[src/rtl/owm_pkg.sv]
// ----------------------------------------------------------------------------
// owm_pkg: shared definitions for the outlier rejecting window mean
// Field widths, register reset value and default window size.
// ----------------------------------------------------------------------------
package owm_pkg;

  localparam int SAMPLE_W    = 16;
  localparam int TOL_W       = 7;
  localparam int KEPT_W      = 4;
  localparam int WINDOW_DEF  = 10;
  localparam int PCT_DIV     = 100;

  localparam logic [TOL_W-1:0] TOL_RESET = 7'd10;

endpackage

[src/rtl/owm_if.sv]
// ----------------------------------------------------------------------------
// owm_in_if / owm_out_if: valid-ready channels of the window mean
// One word moves at each rising edge where valid and ready are both high.
// ----------------------------------------------------------------------------
interface owm_in_if;
  logic                          valid;
  logic                          ready;
  logic [owm_pkg::SAMPLE_W-1:0]  sample;

  modport source (output valid, output sample, input ready);
  modport sink   (input valid, input sample, output ready);
endinterface

interface owm_out_if;
  logic                          valid;
  logic                          ready;
  logic [owm_pkg::SAMPLE_W-1:0]  filtered_mean;
  logic [owm_pkg::KEPT_W-1:0]    kept_count;

  modport source (output valid, output filtered_mean, output kept_count, input ready);
  modport sink   (input valid, input filtered_mean, input kept_count, output ready);
endinterface

[src/rtl/owm_ram.sv]
// ----------------------------------------------------------------------------
// owm_ram: generic single write, single read RAM
// One write port and one read port with registered read data.
// ----------------------------------------------------------------------------
module owm_ram #(
  parameter int WIDTH = 16,
  parameter int DEPTH = 16
) (
  input  logic                     clk,
  input  logic                     we,
  input  logic [$clog2(DEPTH)-1:0] waddr,
  input  logic [WIDTH-1:0]         wdata,
  input  logic [$clog2(DEPTH)-1:0] raddr,
  output logic [WIDTH-1:0]         rdata
);

  logic [WIDTH-1:0] mem [DEPTH];

  always_ff @(posedge clk) begin
    if (we) begin
      mem[waddr] <= wdata;
    end
    rdata <= mem[raddr];
  end

endmodule

[src/rtl/outlier_rejecting_window_mean.sv]
// ----------------------------------------------------------------------------
// outlier_rejecting_window_mean: moving average with outlier rejection
// Keeps a circular window of samples and returns the mean of the entries
// that lie within a tolerance band around the plain window mean.
// ----------------------------------------------------------------------------
//
//   channel   dir  handshake        payload
//   in_bus    in   valid / ready    sample[15:0]
//   out_bus   out  valid / ready    filtered_mean[15:0], kept_count[3:0]
//   cfg       in   cfg_we           cfg_wdata[6:0] (tolerance percent)
//
// Each word is handled by two read passes over the window RAM (one entry a
// cycle) and three divisions on the shared restoring divider (one quotient
// bit a cycle); a new word is accepted only after the previous one is
// finished. Synchronous reset clears the window through per-entry valid
// bits, so no clearing pass is needed. The input is ready only while idle;
// a finished result sits in the output register and a stalled output only
// holds the sequencer in its final step.
// ----------------------------------------------------------------------------
module outlier_rejecting_window_mean #(
  parameter int WINDOW_SIZE = owm_pkg::WINDOW_DEF
) (
  input  logic                      clk,
  input  logic                      rst_n,
  owm_in_if.sink                    in_bus,
  owm_out_if.source                 out_bus,
  input  logic                      cfg_we,
  input  logic [owm_pkg::TOL_W-1:0] cfg_wdata
);

  import owm_pkg::*;

  // Address, count and sum widths follow from the window size.
  localparam int AW     = $clog2(WINDOW_SIZE);
  localparam int CNT_W  = $clog2(WINDOW_SIZE + 1);
  localparam int SUM_W  = SAMPLE_W + $clog2(WINDOW_SIZE);
  localparam int PROD_W = SAMPLE_W + TOL_W;
  localparam int DIV_W  = (SUM_W > PROD_W) ? SUM_W : PROD_W;
  localparam int DVR_W  = (CNT_W > TOL_W) ? CNT_W : TOL_W;
  localparam int DCNT_W = $clog2(DIV_W + 1);
  localparam int DEV_W  = SAMPLE_W + 1;
  localparam int BAND_W = SAMPLE_W + 2;
  localparam int KX_W   = (CNT_W > KEPT_W) ? CNT_W : KEPT_W;

  typedef enum logic [7:0] {
    ST_IDLE     = 8'b0000_0001,
    ST_SUM      = 8'b0000_0010,
    ST_MEAN_DIV = 8'b0000_0100,
    ST_DEV_MUL  = 8'b0000_1000,
    ST_DEV_DIV  = 8'b0001_0000,
    ST_BAND     = 8'b0010_0000,
    ST_AVG_DIV  = 8'b0100_0000,
    ST_EMIT     = 8'b1000_0000
  } state_t;

  state_t state_r, state_nxt;

  logic [TOL_W-1:0]       tol_r;
  logic [AW-1:0]          slot_r, slot_nxt;
  logic [WINDOW_SIZE-1:0] valid_r;

  // Read pass bookkeeping: issue counter and a flag for data in flight.
  logic [CNT_W-1:0]       cnt_r, cnt_nxt;
  logic                   pend_r, pend_nxt;
  logic                   rd_valid_r;
  logic [SUM_W-1:0]       acc_r, acc_nxt;
  logic [CNT_W-1:0]       kept_r, kept_nxt;

  logic [SAMPLE_W-1:0]    mean_r, mean_nxt;
  logic [DEV_W-1:0]       dev_r, dev_nxt;
  logic [BAND_W-1:0]      hi_r, hi_nxt;

  // Shared restoring divider.
  logic [DIV_W-1:0]       div_quo_r, div_quo_nxt;
  logic [DVR_W-1:0]       div_rem_r, div_rem_nxt;
  logic [DVR_W-1:0]       div_dvr_r, div_dvr_nxt;
  logic [DCNT_W-1:0]      div_cnt_r, div_cnt_nxt;

  logic                   out_valid_r, out_valid_nxt;
  logic [SAMPLE_W-1:0]    out_mean_r, out_mean_nxt;
  logic [KEPT_W-1:0]      out_kept_r, out_kept_nxt;

  logic                   in_accept;
  logic [AW-1:0]          raddr;
  logic [SAMPLE_W-1:0]    ram_rdata;
  logic [SAMPLE_W-1:0]    entry;
  logic                   issue;
  logic                   pass_done;
  logic                   in_band;
  logic [BAND_W-1:0]      entry_plus_dev;
  logic [DVR_W:0]         rem_sh;
  logic [DVR_W:0]         rem_sub;
  logic                   fits;
  logic [DVR_W-1:0]       rem_step;
  logic [DIV_W-1:0]       quo_step;
  logic                   div_done;
  logic [PROD_W-1:0]      product;
  logic [DEV_W-1:0]       dev_q;
  logic [KX_W-1:0]        kept_x;

  assign in_accept    = in_bus.valid && in_bus.ready;
  assign in_bus.ready = (state_r == ST_IDLE);

  assign out_bus.valid         = out_valid_r;
  assign out_bus.filtered_mean = out_mean_r;
  assign out_bus.kept_count    = out_kept_r;

  // The new sample is written at the accept edge; both passes follow it.
  owm_ram #(
    .WIDTH (SAMPLE_W),
    .DEPTH (WINDOW_SIZE)
  ) u_window (
    .clk   (clk),
    .we    (in_accept),
    .waddr (slot_r),
    .wdata (in_bus.sample),
    .raddr (raddr),
    .rdata (ram_rdata)
  );

  // A slot never written since reset reads as zero.
  assign entry     = rd_valid_r ? ram_rdata : '0;
  assign issue     = (cnt_r < CNT_W'(WINDOW_SIZE));
  assign raddr     = cnt_r[AW-1:0];
  assign pass_done = !issue && !pend_r;

  // Band test without signed values: v >= mean - dev is v + dev >= mean.
  assign entry_plus_dev = BAND_W'(entry) + BAND_W'(dev_r);
  assign in_band = (entry_plus_dev >= BAND_W'(mean_r)) && (BAND_W'(entry) <= hi_r);

  // One restoring step: shift in the next dividend bit, subtract if it fits.
  assign rem_sh   = {div_rem_r, div_quo_r[DIV_W-1]};
  assign rem_sub  = rem_sh - {1'b0, div_dvr_r};
  assign fits     = (rem_sh >= {1'b0, div_dvr_r});
  assign rem_step = fits ? rem_sub[DVR_W-1:0] : rem_sh[DVR_W-1:0];
  assign quo_step = {div_quo_r[DIV_W-2:0], fits};
  assign div_done = (div_cnt_r == '0);

  assign product = PROD_W'(mean_r) * PROD_W'(tol_r);
  assign dev_q   = div_quo_r[DEV_W-1:0];
  assign kept_x  = KX_W'(kept_r);

  always_comb begin
    state_nxt     = state_r;
    slot_nxt      = slot_r;
    cnt_nxt       = cnt_r;
    pend_nxt      = 1'b0;
    acc_nxt       = acc_r;
    kept_nxt      = kept_r;
    mean_nxt      = mean_r;
    dev_nxt       = dev_r;
    hi_nxt        = hi_r;
    div_quo_nxt   = div_quo_r;
    div_rem_nxt   = div_rem_r;
    div_dvr_nxt   = div_dvr_r;
    div_cnt_nxt   = div_cnt_r;
    out_valid_nxt = out_valid_r && !out_bus.ready;
    out_mean_nxt  = out_mean_r;
    out_kept_nxt  = out_kept_r;

    unique case (state_r)
      ST_IDLE: begin
        if (in_accept) begin
          slot_nxt  = (slot_r == AW'(WINDOW_SIZE - 1)) ? '0 : slot_r + 1'b1;
          cnt_nxt   = '0;
          acc_nxt   = '0;
          state_nxt = ST_SUM;
        end
      end

      ST_SUM: begin
        pend_nxt = issue;
        if (issue) begin
          cnt_nxt = cnt_r + 1'b1;
        end
        if (pend_r) begin
          acc_nxt = acc_r + SUM_W'(entry);
        end
        if (pass_done) begin
          div_quo_nxt = DIV_W'(acc_r);
          div_rem_nxt = '0;
          div_dvr_nxt = DVR_W'(WINDOW_SIZE);
          div_cnt_nxt = DCNT_W'(DIV_W);
          state_nxt   = ST_MEAN_DIV;
        end
      end

      ST_MEAN_DIV: begin
        if (div_done) begin
          mean_nxt  = div_quo_r[SAMPLE_W-1:0];
          state_nxt = ST_DEV_MUL;
        end else begin
          div_quo_nxt = quo_step;
          div_rem_nxt = rem_step;
          div_cnt_nxt = div_cnt_r - 1'b1;
        end
      end

      ST_DEV_MUL: begin
        div_quo_nxt = DIV_W'(product);
        div_rem_nxt = '0;
        div_dvr_nxt = DVR_W'(PCT_DIV);
        div_cnt_nxt = DCNT_W'(DIV_W);
        state_nxt   = ST_DEV_DIV;
      end

      ST_DEV_DIV: begin
        if (div_done) begin
          dev_nxt   = dev_q;
          hi_nxt    = BAND_W'(mean_r) + BAND_W'(dev_q);
          cnt_nxt   = '0;
          acc_nxt   = '0;
          kept_nxt  = '0;
          state_nxt = ST_BAND;
        end else begin
          div_quo_nxt = quo_step;
          div_rem_nxt = rem_step;
          div_cnt_nxt = div_cnt_r - 1'b1;
        end
      end

      ST_BAND: begin
        pend_nxt = issue;
        if (issue) begin
          cnt_nxt = cnt_r + 1'b1;
        end
        if (pend_r && in_band) begin
          acc_nxt  = acc_r + SUM_W'(entry);
          kept_nxt = kept_r + 1'b1;
        end
        if (pass_done) begin
          div_quo_nxt = DIV_W'(acc_r);
          div_rem_nxt = '0;
          div_dvr_nxt = DVR_W'(kept_r);
          div_cnt_nxt = DCNT_W'(DIV_W);
          state_nxt   = ST_AVG_DIV;
        end
      end

      ST_AVG_DIV: begin
        if (div_done) begin
          state_nxt = ST_EMIT;
        end else begin
          div_quo_nxt = quo_step;
          div_rem_nxt = rem_step;
          div_cnt_nxt = div_cnt_r - 1'b1;
        end
      end

      ST_EMIT: begin
        // Wait here only while the previous result is still unread.
        if (!out_valid_r || out_bus.ready) begin
          out_valid_nxt = 1'b1;
          out_mean_nxt  = (kept_r == '0) ? '0 : div_quo_r[SAMPLE_W-1:0];
          out_kept_nxt  = (kept_x > KX_W'({KEPT_W{1'b1}})) ? {KEPT_W{1'b1}}
                                                           : kept_x[KEPT_W-1:0];
          state_nxt     = ST_IDLE;
        end
      end

      default: begin
        state_nxt = ST_IDLE;
      end
    endcase
  end

  always_ff @(posedge clk) begin
    if (!rst_n) begin
      state_r     <= ST_IDLE;
      tol_r       <= TOL_RESET;
      slot_r      <= '0;
      valid_r     <= '0;
      pend_r      <= 1'b0;
      out_valid_r <= 1'b0;
    end else begin
      state_r     <= state_nxt;
      slot_r      <= slot_nxt;
      pend_r      <= pend_nxt;
      out_valid_r <= out_valid_nxt;
      if (cfg_we) begin
        tol_r <= cfg_wdata;
      end
      if (in_accept) begin
        valid_r[slot_r] <= 1'b1;
      end
    end
  end

  always_ff @(posedge clk) begin
    rd_valid_r   <= valid_r[raddr];
    cnt_r        <= cnt_nxt;
    acc_r        <= acc_nxt;
    kept_r       <= kept_nxt;
    mean_r       <= mean_nxt;
    dev_r        <= dev_nxt;
    hi_r         <= hi_nxt;
    div_quo_r    <= div_quo_nxt;
    div_rem_r    <= div_rem_nxt;
    div_dvr_r    <= div_dvr_nxt;
    div_cnt_r    <= div_cnt_nxt;
    out_mean_r   <= out_mean_nxt;
    out_kept_r   <= out_kept_nxt;
  end

endmodule
[src/flat_wrapper.sv]
// flat-port wrapper written by rule: the top's interface ports become plain ports
module outlier_rejecting_window_mean_flat import owm_pkg::*;
#(
  parameter int WINDOW_SIZE = owm_pkg::WINDOW_DEF
)
  (clk, rst_n, cfg_we, cfg_wdata, in_bus_valid, in_bus_sample, in_bus_ready, out_bus_valid, out_bus_filtered_mean, out_bus_kept_count, out_bus_ready);
  owm_in_if in_bus_i ();
  owm_out_if out_bus_i ();
  input  logic clk;
  input  logic rst_n;
  input  logic cfg_we;
  input  logic [owm_pkg::TOL_W-1:0] cfg_wdata;
  input wire logic [$bits(in_bus_i.valid)-1:0] in_bus_valid;
  input wire logic [$bits(in_bus_i.sample)-1:0] in_bus_sample;
  output wire logic [$bits(in_bus_i.ready)-1:0] in_bus_ready;
  output wire logic [$bits(out_bus_i.valid)-1:0] out_bus_valid;
  output wire logic [$bits(out_bus_i.filtered_mean)-1:0] out_bus_filtered_mean;
  output wire logic [$bits(out_bus_i.kept_count)-1:0] out_bus_kept_count;
  input wire logic [$bits(out_bus_i.ready)-1:0] out_bus_ready;
  assign in_bus_i.valid = in_bus_valid;
  assign in_bus_i.sample = in_bus_sample;
  assign in_bus_ready = in_bus_i.ready;
  assign out_bus_valid = out_bus_i.valid;
  assign out_bus_filtered_mean = out_bus_i.filtered_mean;
  assign out_bus_kept_count = out_bus_i.kept_count;
  assign out_bus_i.ready = out_bus_ready;
  outlier_rejecting_window_mean #(.WINDOW_SIZE(WINDOW_SIZE)) u_core (.clk(clk), .rst_n(rst_n), .in_bus(in_bus_i), .out_bus(out_bus_i), .cfg_we(cfg_we), .cfg_wdata(cfg_wdata));
endmodule
[config.mk]
export PLATFORM = sky130hd
export DESIGN_NAME = outlier_rejecting_window_mean_flat
export DESIGN_NICKNAME = d
export VERILOG_FILES = /design/src/rtl/owm_pkg.sv /design/src/rtl/owm_if.sv /design/src/rtl/owm_ram.sv /design/src/rtl/outlier_rejecting_window_mean.sv /design/src/flat_wrapper.sv
export SDC_FILE = /design/constraint.sdc
export NUM_CORES = 1
export LEC_CHECK = 0
export BUFFER_PORTS_ARGS = -buffer_cell sky130_fd_sc_hd__buf_2
export CAP_MARGIN = 20
export CELL_PAD_IN_SITES_DETAIL_PLACEMENT = 0
export CELL_PAD_IN_SITES_GLOBAL_PLACEMENT = 1
export CORE_ASPECT_RATIO = 0.8
export CORE_MARGIN = 2
export CORE_UTILIZATION = 56
export CTS_CLUSTER_DIAMETER = 200
export DETAILED_ROUTE_END_ITERATION = 10
export GPL_ROUTABILITY_DRIVEN = 0
export PLACE_DENSITY = 0.95
export SLEW_MARGIN = 10
export SYNTH_ARGS = -nofsm -noshare
export SYNTH_HDL_FRONTEND = slang
export SYNTH_SLANG_ARGS = --single-unit
[constraint.sdc]
create_clock -name clk -period 10.2 [get_ports clk]
set_clock_uncertainty 0.1 [all_clocks]
set_input_delay 1.02 -clock clk [delete_from_list [all_inputs] [get_ports clk]]
set_output_delay 1.02 -clock clk [all_outputs]
set_load 0.05 [all_outputs]
==> impl_metrics.py, run 1 <==
metrics = {
    "die": {
        "num_io_pins": 50,
        "die_height_um": 173.2,
        "die_x_um": 215.5,
        "core_um2": 35030,
        "start_util": 0.5719,
        "num_rows": 61,
        "die_area_um2": 37320,
    },
    "timing": {
        "finalSetupViolCount": 0,
        "finalCriticalPeriod_ns": 5.744,
        "hold_viol_final": 0,
        "holdWs_ns": 0.3666,
        "timing.slew.headroom": 0.2840,
        "fin_crit_sh": 0.5631,
        "fmax_mhz": 174.1,
        "rsz0062_at_grt": "false",
        "tns_ns": 0,
        "worst_pin_slew_ns": 1.074,
        "fin_ws_ns": 4.456,
        "drv_slew": 0,
    },
    "critical_path": {
        "startpoint_type": "flip-flop",
        "crit_buf_inv": 4,
        "cp.required_ns": 10.37,
        "max_stage_delay_ns": 0.66,
        "r2r_end": "u_core.div_quo_r[22]",
        "r2r_slack_ns": 4.46,
        "r2r_start": "u_core.tol_r[6]",
        "worstPathArrival_ns": 5.92,
        "path_cells": "nand2_1 > fa_1 > fa_1 > inv_1 > fa_1 > inv_1 > fa_1 > inv_1 > ha_1 > inv_1 > o21bai_1 > a21oi_1 > o21ai_0 > a21oi_1 > o21ai_0 > a31oi_1 > o21ai_0 > xnor2_1 > o21ai_0",
        "cp_slowest_cell": "dfxtp_1",
        "crit_family": "adder cells",
        "reg2regPathDepth": 19,
        "critPathKind": "flip-flop to flip-flop",
        "worstPathMaxFanout": 17,
        "endpoint_kind": "flip-flop",
    },
    "clock_tree": {
        "worst_skew_pair.late_latency_ns": 0.55,
        "path_clk_slew_ns": 0.06,
        "cts_resized": 0,
        "cts_made_buffers": 37,
        "cts_setup_buffers": 0,
        "cts_num_sinks": 347,
        "cts_tree": "built",
        "clockBufferDepth": 3,
        "postCtsHoldBufs": 0,
        "h-tree-depth": 2,
        "cts-root-buf": "clkbuf_16",
    },
    "cells_and_area": {
        "fillers": 2648,
        "post-route-util": 0.6268,
        "syn_to_final_growth_pct": 9.598,
        "seq_area_um2": 9940,
        "final_cell_mix": "edfxtp_1, inv_1, nand2_1",
        "stdcell_count": 2234,
        "drive_gt1_frac": 0.1068,
        "layout_commonest_cell": "edfxtp_1",
        "multi_input_area_um2": 9286,
        "final_nets": 1947,
    },
    "grt": {
        "antenna_found_initial": 1,
        "track_usage": 0.2599,
        "grt_pass1_wl_um": 75290,
        "grt_pass1_vias": 13510,
        "grt_max_degree": 48,
        "grt_overflow": 0,
    },
    "yosys": {
        "synth_top_area_share": 0.4481,
        "synth_edf_count": 299,
        "synth_cell_types": 73,
        "yosysWarnings": 0,
        "synth_compound_area_frac": 0.1051,
        "synth_top_family_by_area": "adder cells",
        "syn-cell-area_um2": 20040,
        "synth_flop_cell": "edfxtp_1",
        "synth-seq-area-share": 0.4961,
        "synth-seq-cells": 347,
        "synthAdderAreaFrac": 0.1439,
        "synth-simple-area-share": 0.1188,
        "synthTopCellsByArea": "edfxtp_1, ha_1, fa_1",
        "synth-async-reset-ratio": 0,
        "syn_nets": 1905,
        "synth_top_area_cell": "edfxtp_1",
        "synth_xor_xnor_area_share": 0.03847,
        "netlist_instances": 1691,
        "synth.avg_cell_area_um2": 11.85,
        "synthMuxAreaShare": 0.05470,
    },
    "power": {
        "p_sw_frac": 0.3014,
        "power_per_cell_area_nw_per_um2": 177.1,
        "power_frac_seq": 0.453,
        "p_int_uw": 2717,
        "pwr-share-clk": 0.332,
        "power.switching_uw": 1172,
        "p_leak_uw": 0.008626,
        "power_frac_comb": 0.214,
        "vdd_drop_max_v": 0.0001723,
    },
    "detailed_routing": {
        "wl_per_cell_um": 21.19,
        "antenna_left": 0,
        "firstDrtPassIters": 5,
        "num_vias": 13390,
        "drc": 0,
        "wirelength_um": 47340,
        "drt_iter0_drc": 1500,
        "viasPerCell": 5.991,
    },
    "run": {
        "max_cap_violations": 0,
    },
    "outcome": {
        "status": "finished, final reports clean",
    },
    "min_path": {
        "hp-class": "flip-flop to flip-flop",
        "whs_path_depth": 1,
        "worstHoldStart": "u_core.valid_r[7]",
        "min_to": "u_core.valid_r[7]",
    },
    "placed_design": {
        "place_ws_ns": 4.561,
        "hpwl_um": 32940,
        "dp.cells": 2166,
        "port_buffers": 49,
    },
}
## area by class of cell
class,count,area share
diodes,1,0.0001140
repair buffers,71,0.01869
well taps,472,0.02689
inverters,150,0.02564
clock buffers,54,0.04740
clock inverters,13,0.005755
multi-input cells,1126,0.4229
flip-flops and latches,347,0.4526
## worst max path at each step
| stage | start | to | slack (ns) | depth (start not counted) |
|---|---|---|---|---|
| after global routing | u_core.rd_valid_r | u_core.acc_r[16] | 3.94 | 21 |
| after detailed placement | u_core.tol_r[6] | u_core.div_quo_r[22] | 4.56 | 19 |
| after floorplan | u_core.rd_valid_r | u_core.acc_r[0] | 4.96 | 25 |
| after global placement | u_core.tol_r[6] | u_core.div_quo_r[22] | 4.66 | 19 |
| after CTS | u_core.tol_r[6] | u_core.div_quo_r[22] | 4.53 | 19 |
| final | u_core.tol_r[6] | u_core.div_quo_r[22] | 4.46 | 19 |
## routing by layer
layer,part of all wire,wire length (um),up-vias,global-route usage
met2,0.46,21790,575,0.4103
met4,0.021,1005,0,0.07126
met5,0,0,-,0
met1,0.43,20390,6588,0.3696
li1,-,-,6152,-
met3,0.088,4154,70,0.05172
## per-stage QoR
stage / area (um2) / total power, uW
final: 21960 / 3889
after detailed placement: 20790 / 2611
after global routing: 21960 / 4069
after floorplan: 20040 / 2385
after global placement: 20790 / 2577
after CTS: 21960 / 3904
## flip-flops by register name, summed over array words and instances, names as in the netlist, 5 cells and up
name	flops
u_core.tol_r	7
u_core.dev_r	17
u_core.out_bus.filtered_mean	16
u_core.div_dvr_r	5
u_core.u_window.mem	160
u_core.state_r	8
u_core.hi_r	18
u_core.div_quo_r	23
u_core.mean_r	16
u_core.div_rem_r	7
u_core.div_cnt_r	5
u_core.acc_r	20
u_core.valid_r	10
u_core.u_window.rdata	16
## synth_stat cells, types with 14 or more instances
cell / instances
a211oi_1: 24
a21o_1: 23
a21oi_1: 76
a22oi_1: 21
and2_1: 83
buf_2: 19
clkbuf_1: 45
dfxtp_1: 48
edfxtp_1: 299
fa_1: 71
ha_1: 115
inv_1: 149
mux2i_1: 33
mux4_2: 34
nand2_1: 123
nand2b_1: 19
nand3_1: 26
nor2_1: 89
nor2b_1: 50
nor3_1: 14
o21a_1: 20
o21ai_0: 72
xnor2_1: 64
xor2_1: 24
## logic make-up (layout without fill, tap and decap cells)
kind of cell | Yosys count | in the layout
compound gates | 318 | 318
xor+xnor | 88 | 88
fa+ha+maj | 188 | 188
buf+inv | 218 | 288
flops | 347 | 347
mux | 67 | 67
other cells | 0 | 1
simple gates | 465 | 465
## power groups by stage
stage	registers, uW	clock network, uW	logic, uW
2_1_floorplan	1710	0	679
3_3_place_gp	1780	0	792
3_5_place_dp	1790	0	821
4_1_cts	1760	1310	831
5_1_grt	1780	1360	930
6_report	1760	1290	833
No activity file was read; power rests on OpenSTA's default activity.
==> run 2, diff against run 1 <==
--- a/config.mk
+++ b/config.mk
@@ -11,11 +11,11 @@
 export CELL_PAD_IN_SITES_GLOBAL_PLACEMENT = 1
 export CORE_ASPECT_RATIO = 0.8
 export CORE_MARGIN = 2
-export CORE_UTILIZATION = 56
+export CORE_UTILIZATION = 47
 export CTS_CLUSTER_DIAMETER = 200
 export DETAILED_ROUTE_END_ITERATION = 10
 export GPL_ROUTABILITY_DRIVEN = 0
-export PLACE_DENSITY = 0.95
+export PLACE_DENSITY = 0.87
 export SLEW_MARGIN = 10
 export SYNTH_ARGS = -nofsm -noshare
 export SYNTH_HDL_FRONTEND = slang
==> constraint.sdc (replaced) <==
create_clock -name clk -period 5.1 [get_ports clk]
set_clock_uncertainty 0.1 [all_clocks]
set_input_delay 0.51 -clock clk [delete_from_list [all_inputs] [get_ports clk]]
set_output_delay 0.51 -clock clk [all_outputs]
set_load 0.05 [all_outputs]
==> run 2 against run 1 <==
  * Flip-flop and latch count unchanged
  * Final area increased by 3.9%
  * Largest power group unchanged
  * Global-route usage decreased by 5.5 points
  * Total power increased by 100%
  * Critical endpoint is now u_core.div_quo_r[18]
==> impl_metrics.py, run 2 (synthesized netlist as in run 1, its figures left out) <==
metrics = {
    "critical_path": {
        "crit_buf_inv": 5,
        "r2r_slack_ns": 0.14,
        "crit_top_cell": "fa_1",
        "cp_slowest_cell": "fa_1",
        "path_cells": "and2_4 > fa_1 > inv_1 > fa_1 > inv_2 > fa_1 > inv_2 > fa_1 > inv_1 > ha_1 > inv_2 > o21bai_1 > a21oi_2 > o21ai_2 > a21oi_2 > o21ai_0 > a21oi_1 > xor2_1 > o21ai_0",
        "crit_family": "adder cells",
        "worstPathArrival_ns": 5.09,
        "startpoint_type": "flip-flop",
        "endpoint_kind": "flip-flop",
        "critPathKind": "flip-flop to flip-flop",
        "max_stage_delay_ns": 0.52,
        "worstPathMaxFanout": 6,
        "cp.required_ns": 5.23,
    },
    "clock_tree": {
        "cts_num_sinks": 347,
        "cts_made_buffers": 38,
        "worst_skew_pair.late_latency_ns": 0.53,
        "path_clk_slew_ns": 0.06,
        "clockBufferDepth": 3,
        "cts-root-buf": "clkbuf_16",
        "cts_tree": "built",
        "postCtsHoldBufs": 0,
        "h-tree-depth": 2,
    },
    "detailed_routing": {
        "firstDrtPassIters": 5,
        "wl_per_cell_um": 19.13,
        "drt_iter0_drc": 1075,
        "viasPerCell": 5.611,
        "num_vias": 13300,
        "wirelength_um": 45330,
        "antenna_left": 0,
        "drc": 0,
    },
    "power": {
        "power.switching_uw": 2326,
        "pwr-share-clk": 0.327,
        "power_frac_seq": 0.439,
        "power_frac_comb": 0.234,
        "p_sw_frac": 0.2929,
        "p_leak_uw": 0.008971,
        "p_int_uw": 5615,
        "totalPowerFinal_uw": 7940,
        "vdd_drop_max_v": 0.0002531,
        "power_per_cell_area_nw_per_um2": 348.1,
    },
    "grt": {
        "grt_overflow": 0,
        "track_usage": 0.2050,
        "antenna_found_initial": 0,
        "grt_pass1_vias": 13050,
        "grt_pass1_wl_um": 72310,
        "grt_max_degree": 46,
    },
    "die": {
        "die_x_um": 234.8,
        "die_height_um": 188.7,
        "die_area_um2": 44310,
        "num_rows": 67,
        "num_io_pins": 50,
        "core_um2": 42000,
        "start_util": 0.4771,
    },
    "outcome": {
        "status": "finished, final reports clean",
    },
    "cells_and_area": {
        "drive_gt1_frac": 0.1672,
        "antenna_cells": 0,
        "syn_to_final_growth_pct": 13.85,
        "largest_reg_flops": 160,
        "stdcell_count": 2370,
        "regMostFlops": "u_core.u_window.mem",
        "final_nets": 2006,
        "layout_commonest_cell": "edfxtp_1",
        "top_regs": "u_core.u_window.mem (160), u_core.div_quo_r (23), u_core.acc_r (20)",
        "final_cell_mix": "edfxtp_1, inv_1, nand2_1",
        "post-route-util": 0.5432,
    },
    "placed_design": {
        "hpwl_um": 30780,
        "dp.cells": 2288,
        "port_buffers": 49,
        "place_ws_ns": -0.1655,
    },
    "timing": {
        "timing.slew.headroom": 0.4419,
        "fin_ws_ns": 0.1426,
        "holdWs_ns": 0.1287,
        "finalCriticalPeriod_ns": 4.957,
        "worst_pin_slew_ns": 0.8341,
        "fin_crit_sh": 0.9720,
        "drv_slew": 0,
        "finalSetupViolCount": 0,
        "hold_viol_final": 0,
        "fmax_mhz": 201.7,
    },
    "min_path": {
        "hp-class": "input pin to flip-flop",
    },
    "run": {
        "max_cap_violations": 0,
    },
}
==> run 2: cell types whose count changed in the layout (fill, tap and decap cells not counted), moves of 6 or more <==
cell / before / now
o21ai_0: 71 / 60
ha_1: 115 / 107
buf_4: 22 / 72
a21oi_2: 2 / 12
dfxtp_1: 48 / 41
ha_4: 0 / 6
dfxtp_2: 0 / 7
a21oi_1: 76 / 66
o21ai_1: 3 / 9
clkbuf_1: 13 / 7
==> run 2: final timing paths <==
kind | depth (start not counted) | endpoint | start
setup / recovery | 19 | u_core.div_quo_r[18] | u_core.mean_r[4]
hold / removal | 3 | u_core.tol_r[1] | cfg_wdata[1]
setup reg to reg | 19 | u_core.div_quo_r[18] | u_core.mean_r[4]
hold reg to reg | 1 | u_core.valid_r[5] | u_core.valid_r[5]
==> run 2: power by group through the flow <==
| stage | registers [uW] | clock network [uW] | logic, uW |
|---|---|---|---|
| after floorplan | 3410 | 0 | 1360 |
| after global placement | 3530 | 0 | 1670 |
| after detailed placement | 3540 | 0 | 1710 |
| after CTS | 3480 | 2640 | 1740 |
| after global routing | 3510 | 2740 | 2070 |
| final | 3490 | 2590 | 1860 |
==> run 2: worst register-to-register path: cells and delay by family, from the launching register on <==
kind                       cells  cell delay [ns]
adders and majority gates      5             2.29
AOI/OAI and AO/OA              7             1.13
buffers and inverters          5             0.25
xor gates and xnor gates       1             0.21
DFF                            1             0.49
and+or+nand+nor                1             0.19
==> run 2: layout make-up <==
type,count,area (um2)
clock buffer,49,1044
clock inverter,17,118.9
fill,3420,19190
inverter,150,563.0
multi-input combinational,1126,9545
sequential,347,9948
tap,552,690.7
timing repair buffer,129,902.1
==> run 2: through the flow <==
step           area, um2  TNS (ns)
3_3_place_gp       21240  -0.09161
6_report           22810         0
2_1_floorplan      20040         0
5_1_grt            22810   -0.1880
4_1_cts            22430         0
3_5_place_dp       21240   -0.4328
==> run 2: timing repair <==
action | 4_1_cts | 5_1_grt
endpoints found under the setup margin | 7 | 33
setup buffers | 1 | 15
pin swaps | 1 | 45
gates resized for setup | 9 | 68
==> run 2: per-layer routing <==
| metal | up-vias | global-route usage | share of wire | wire length (um) |
|---|---|---|---|---|
| li1 | 6259 | - | - | - |
| met1 | 6620 | 0.2967 | 0.46 | 20770 |
| met2 | 338 | 0.3245 | 0.47 | 21180 |
| met3 | 80 | 0.03091 | 0.052 | 2359 |
| met4 | 0 | 0.05331 | 0.022 | 1014 |
| met5 | - | 0 | 0 | 0 |
